<file path="src/sv/apll_divider_search_core_macros.svh">
// assertion macros for the pll divider search core
`ifndef APLL_DIVIDER_SEARCH_CORE_MACROS_SVH
`define APLL_DIVIDER_SEARCH_CORE_MACROS_SVH

// same-cycle implication
`define APDS_ASSERT_NOW(label, clk, rst, ante, cons) \
   label: assert property (@(posedge clk) disable iff (rst) (ante) |-> (cons)) \
      else $error("assertion failed");

// next-cycle implication
`define APDS_ASSERT_NEXT(label, clk, rst, ante, cons) \
   label: assert property (@(posedge clk) disable iff (rst) (ante) |=> (cons)) \
      else $error("assertion failed");

`endif

</file>
<file path="src/sv/apds_pkg.sv">
// shared types and constants of the pll divider search core
`default_nettype none
package apds_pkg;
   localparam int unsigned XTAL_W = 6;
   localparam int unsigned TGT_W = 23;
   localparam int unsigned SDM_W = 21;
   localparam int unsigned ERR_W = 21;
   localparam int unsigned DEN_W = 7;
   localparam int unsigned DIV_W = 5;
   localparam int unsigned RECIP_W = 32;
   localparam logic [XTAL_W-1:0] XTAL_RESET = 6'd40;
   localparam logic [29:0] TN_LOW = 30'd22937600;
   localparam logic [29:0] TN_HIGH = 30'd32768000;
   localparam logic [21:0] SDM_OFFSET = 22'd262140;

   typedef struct packed {
      logic have;
      logic [SDM_W-1:0] sdm;
      logic [DIV_W-1:0] div;
      logic [ERR_W-1:0] err;
      logic [DEN_W-1:0] den;
   } best_type;
endpackage
`default_nettype wire

</file>
<file path="src/sv/apds_cell.sv">
// one divider cell: four stages that test one divider and update the best item
`default_nettype none
module apds_cell #(
   parameter int unsigned DIV_INDEX = 0
) (
   input  wire logic clock,
   input  wire logic reset,
   input  wire logic [apds_pkg::XTAL_W-1:0] xtal,
   input  wire logic [apds_pkg::RECIP_W-1:0] recip,
   input  wire logic up_valid,
   input  wire logic [apds_pkg::TGT_W-1:0] up_t,
   input  wire apds_pkg::best_type up_best,
   output logic up_hold,
   output logic dn_valid,
   output logic [apds_pkg::TGT_W-1:0] dn_t,
   output apds_pkg::best_type dn_best,
   input  wire logic dn_hold
);
   import apds_pkg::*;

   localparam logic [DEN_W-1:0] DEN = DEN_W'(2 * (DIV_INDEX + 2));

   logic v1_ff, v2_ff, v3_ff, v4_ff;
   logic v1_in, v2_in, v3_in, v4_in;
   logic h1, h2, h3, h4;

   logic [TGT_W-1:0] t1_ff, t2_ff, t3_ff, t4_ff, t1_in, t2_in, t3_in, t4_in;
   best_type b1_ff, b2_ff, b3_ff, b4_ff, b1_in, b2_in, b3_in, b4_in;
   logic [24:0] tn1_ff, tn2_ff, tn1_in, tn2_in;
   logic [24:0] n1_ff, n1_in;
   logic ok1_ff, ok2_ff, ok3_ff, ok1_in, ok2_in, ok3_in;
   logic [25:0] q2_ff, q2_in;
   logic [SDM_W-1:0] sdm3_ff, sdm3_in;
   logic [ERR_W-1:0] e3_ff, e3_in;

   logic [29:0] tn_full;
   logic [43:0] ac, bb, nn;
   logic [56:0] prod;
   logic [27:0] mulx;
   logic [43:0] ach, want, diff;
   logic [27:0] lhs, rhs;
   logic better;

   assign h4 = v4_ff & dn_hold;
   assign h3 = v3_ff & h4;
   assign h2 = v2_ff & h3;
   assign h1 = v1_ff & h2;
   assign up_hold = h1;

   // stage 1: range check and rounded numerator
   always_comb begin
      tn_full = 30'(up_t) * 30'(DEN);
      ac = 44'(tn_full[24:0]) * 44'd131070 + (44'(xtal) << 16);
      bb = 44'(xtal) * 44'd34359214080;
      nn = ac - bb;
      v1_in = h1 ? v1_ff : up_valid;
      t1_in = h1 ? t1_ff : up_t;
      b1_in = h1 ? b1_ff : up_best;
      tn1_in = h1 ? tn1_ff : tn_full[24:0];
      n1_in = h1 ? n1_ff : nn[41:17];
      ok1_in = h1 ? ok1_ff : ((tn_full >= TN_LOW) && (tn_full <= TN_HIGH) &&
                               (ac >= bb) && (xtal != '0));
   end

   // stage 2: divide by the crystal through its reciprocal
   always_comb begin
      prod = 57'(n1_ff) * 57'(recip);
      v2_in = h2 ? v2_ff : v1_ff;
      t2_in = h2 ? t2_ff : t1_ff;
      b2_in = h2 ? b2_ff : b1_ff;
      tn2_in = h2 ? tn2_ff : tn1_ff;
      ok2_in = h2 ? ok2_ff : ok1_ff;
      q2_in = h2 ? q2_ff : prod[56:31];
   end

   // stage 3: word limit and scaled error
   always_comb begin
      mulx = 28'(xtal) * 28'(q2_ff[SDM_W-1:0] + SDM_OFFSET);
      ach = {mulx, 16'd0};
      want = 44'(tn2_ff) * 44'd65535;
      diff = (ach >= want) ? (ach - want) : (want - ach);
      v3_in = h3 ? v3_ff : v2_ff;
      t3_in = h3 ? t3_ff : t2_ff;
      b3_in = h3 ? b3_ff : b2_ff;
      ok3_in = h3 ? ok3_ff : (ok2_ff && (q2_ff[25:SDM_W] == '0));
      sdm3_in = h3 ? sdm3_ff : q2_ff[SDM_W-1:0];
      e3_in = h3 ? e3_ff : diff[ERR_W-1:0];
   end

   // stage 4: cross-multiplied compare against the best so far
   always_comb begin
      lhs = 28'(e3_ff) * 28'(b3_ff.den);
      rhs = 28'(b3_ff.err) * 28'(DEN);
      better = !b3_ff.have || (lhs < rhs);
      v4_in = h4 ? v4_ff : v3_ff;
      t4_in = h4 ? t4_ff : t3_ff;
      b4_in = b4_ff;
      if (!h4) begin
         b4_in = b3_ff;
         if (ok3_ff && better) begin
            b4_in.have = 1'b1;
            b4_in.sdm = sdm3_ff;
            b4_in.div = DIV_W'(DIV_INDEX);
            b4_in.err = e3_ff;
            b4_in.den = DEN;
         end
      end
   end

   always_ff @(posedge clock) begin
      if (reset) begin
         v1_ff <= 1'b0;
         v2_ff <= 1'b0;
         v3_ff <= 1'b0;
         v4_ff <= 1'b0;
      end else begin
         v1_ff <= v1_in;
         v2_ff <= v2_in;
         v3_ff <= v3_in;
         v4_ff <= v4_in;
      end
   end

   always_ff @(posedge clock) begin
      t1_ff <= t1_in;
      t2_ff <= t2_in;
      t3_ff <= t3_in;
      t4_ff <= t4_in;
      b1_ff <= b1_in;
      b2_ff <= b2_in;
      b3_ff <= b3_in;
      b4_ff <= b4_in;
      tn1_ff <= tn1_in;
      tn2_ff <= tn2_in;
      n1_ff <= n1_in;
      ok1_ff <= ok1_in;
      ok2_ff <= ok2_in;
      ok3_ff <= ok3_in;
      q2_ff <= q2_in;
      sdm3_ff <= sdm3_in;
      e3_ff <= e3_in;
   end

   assign dn_valid = v4_ff;
   assign dn_t = t4_ff;
   assign dn_best = b4_ff;
endmodule
`default_nettype wire

</file>
<file path="config.mk">
export PLATFORM = sky130hd
export DESIGN_NAME = apds_cell
export DESIGN_NICKNAME = d
export VERILOG_FILES = /design/src/sv/apll_divider_search_core_macros.svh /design/src/sv/apds_pkg.sv /design/src/sv/apds_cell.sv
export SDC_FILE = /design/constraint.sdc
export NUM_CORES = 2
export LEC_CHECK = 0
export ABC_CLOCK_PERIOD_IN_PS = 16050
export BUFFER_PORTS_ARGS = -buffer_cell sky130_fd_sc_hd__buf_2
export CAP_MARGIN = 20
export CELL_PAD_IN_SITES_DETAIL_PLACEMENT = 1
export CELL_PAD_IN_SITES_GLOBAL_PLACEMENT = 1
export CORE_MARGIN = 5
export CORE_UTILIZATION = 25
export CTS_CLUSTER_SIZE = 40
export DETAILED_ROUTE_END_ITERATION = 10
export GPL_TIMING_DRIVEN = 0
export HOLD_SLACK_MARGIN = 0.05
export PLACE_DENSITY_LB_ADDON = 0.05
export SYNTH_ARGS = -nofsm -noshare
export SYNTH_HDL_FRONTEND = slang
export SYNTH_SLANG_ARGS = --single-unit
</file>
<file path="constraint.sdc">
create_clock -name clock -period 16.05 [get_ports clock]
set_clock_uncertainty 0.1 [all_clocks]
set_input_delay 1.605 -clock clock [delete_from_list [all_inputs] [get_ports clock]]
set_output_delay 1.605 -clock clock [all_outputs]
set_load 0.02 [all_outputs]
</file>
==> reports/qor.yml <==
finalNetCount: 8406
critPathRequiredTime_ps: 16310
synth_top_flop_cell: "edfxtp_1"
dieArea_sq_mm: 0.2646
synth.area.top_cells: "fa_1, edfxtp_1, ha_1"
crit_type: "in -> reg"
first_global_vias: 49987
die_x_microns: 514.4
fmax_ghz: 0.07727
drc: 0
clock-sinks: 409
wl_per_cell_microns: 24.60
startpoint_type: "input pin"
ioPinCount: 200
hp-class: "reg -> reg"
syn_area_sq_mm: 0.06360
coreArea_sq_mm: 0.2537
grt_pass1_wl_microns: 356000
dr_total_vias: 43482
cts_setup_buffers: 0
path_clk_slew_ps: 60
ys_seq_elements: 409
synthCells: 6168
final.setup.tns_ps: 0
status: "complete, no violations"
place.gp.congestion: 0.8516
slowest_delay_ps: 770
cts-htree-levels: 2
cts_tree: "yes"
rows: 185
cts_made_buffers: 53
worst_pin_slew_ps: 1225
drv_cap: 0
cts-resized-gates: 0
syn_nets: 8123
clock_latency_ps: 680
die_y_microns: 514.4
avgSynthCellArea_sq_um: 10.31
drv_slew: 0
seq_area_frac_synth_pct: 19.25
drive_gt1_share_pct: 5.192
yosysMostFrequentCell: "inv_1"
synthArstFlopShare_pct: 0
crit_top_cell: "fa_1"
cts_hold_buf: 0
syn2layout_area_growth_pct: 11.87
endpoint_kind: "flip-flop"
r2r_cells: 35
synth.top_cell.area_share_pct: 39.03
initial_core_util_pct: 25.07
ctsRootBufferMaster: "clkbuf_16"
vias_per_cell: 4.404
dp_hpwl_microns: 205800
hold_viol: 0
period_minus_slack_ps: 12940
grt_start_max_net_pins: 62
min_period_over_period_pct: 80.63
crit_path_top_delay_cell: "nor3b_1"
synth_edf_count: 405
synth.distinct_cells: 71
hold-path-cell-count: 0
synth_area_leader_cell: "fa_1"
grt_usage_pct: 18.63
yosysWarnings: 0
ant_nets: 0
wl_microns: 242800
ys_top_cells_by_count: "inv_1, fa_1, nand2_1"
grt-ovfl-total: 0
fillers: 28809
ctsLongestPathBuffers: 3
rsz0062_at_grt: "false"
hold-worst-slack_ps: 294.5
port_buffers: 199
antenna_found_initial: 42
dr.pass1.iters: 6
critPathMaxFanout: 8
crit_arrival_ps: 13200
drtIter0Drc: 2299
max-slew-margin-rel_pct: 18.36
setup_viol: 0
## stage by stage
stage          utilization (%)  instance area [sq um]  worst slack, ps  cells
2_1_floorplan                -                  63600             5426   6168
3_3_place_gp             27.12                  68810             2537   9733
3_5_place_dp             27.35                  69380             2532   9759
4_1_cts                  28.01                  71070             3234   9854
5_1_grt                  28.03                  71110             2490   9859
6_report                 28.04                  71150             3108   9873
## layout make-up
cell class                      instances  area (sq um)  share of cell area [%]
Multi-Input combinational cell       4232         45650                   64.16
Sequential cell                       409         12240                   17.21
Tap cell                             3366          4212                   5.919
Buffer                                185         716.9                   1.008
Inverter                             1342          5042                   7.087
Timing Repair Buffer                  228          1558                   2.189
Clock buffer                           65          1371                   1.927
Antenna cell                           16         40.04                 0.05627
Clock inverter                         30         319.1                  0.4484
## cell families after synthesis
logic type | after synthesis | synth area share, %
and+or+nand+nor | 1579 | 11.52
buffers and inverters | 1527 | 9.044
AOI/OAI and AO/OA | 544 | 5.499
muxes | 50 | 0.8695
adders and majority gates | 1835 | 50.74
xor gates and xnor gates | 224 | 3.085
DFF | 409 | 19.25
## registers in the layout (all words and copies together) (netlist names)
name,cells
v1_ff,1
v2_ff,1
v3_ff,1
t1_ff,23
b3_ff,55
b2_ff,55
dn_valid,1
ok2_ff,1
b1_ff,55
sdm3_ff,21
tn2_ff,23
dn_best,55
ok3_ff,1
e3_ff,18
t3_ff,23
n1_ff,25
ok1_ff,1
dn_t,23
q2_ff,26
## layer usage
layer / track usage [%] / vias to the layer above / wire (microns)
li1: - / 19698 / -
met1: 25.84 / 22832 / 113100
met2: 30.74 / 759 / 112900
met3: 3.037 / 187 / 11340
met4: 3.821 / 6 / 5486
met5: 0 / - / 35
## critical path: cells and delay by family
family / cells / cell delay [ps]
adders and majority gates: 9 / 4200
and+or+nand+nor: 14 / 4180
buffers and inverters: 8 / 970
AOI/OAI and AO/OA: 9 / 1920
xor gates and xnor gates: 2 / 280
## path summary, 6_finish.rpt
check | end | from | slack [ps]
setup / recovery | ok1_ff | up_t[6] | 3110
hold / removal | b3_ff[6] | b2_ff[6] | 290
setup reg to reg | e3_ff[16] | tn2_ff[11] | 5220
hold reg to reg | b3_ff[6] | b2_ff[6] | 290
## cells in the final DEF (no fill, tap or decap), drive strengths merged, types with 41 or more instances in the layout
| cell | instances |
|---|---|
| inv | 1347 |
| fa | 1240 |
| nand2 | 866 |
| ha | 595 |
| edfxtp | 405 |
| and2 | 321 |
| clkbuf | 243 |
| buf | 235 |
| a21oi | 177 |
| xnor2 | 135 |
| nor2 | 127 |
| o21ai | 94 |
| a21o | 92 |
| xor2 | 89 |
| nor3 | 49 |
| mux2 | 42 |
| nand3 | 41 |
Power is left out: the tool's default activity adds up to more than one toggle a clock period on the data nets, which glitch-free logic cannot reach.
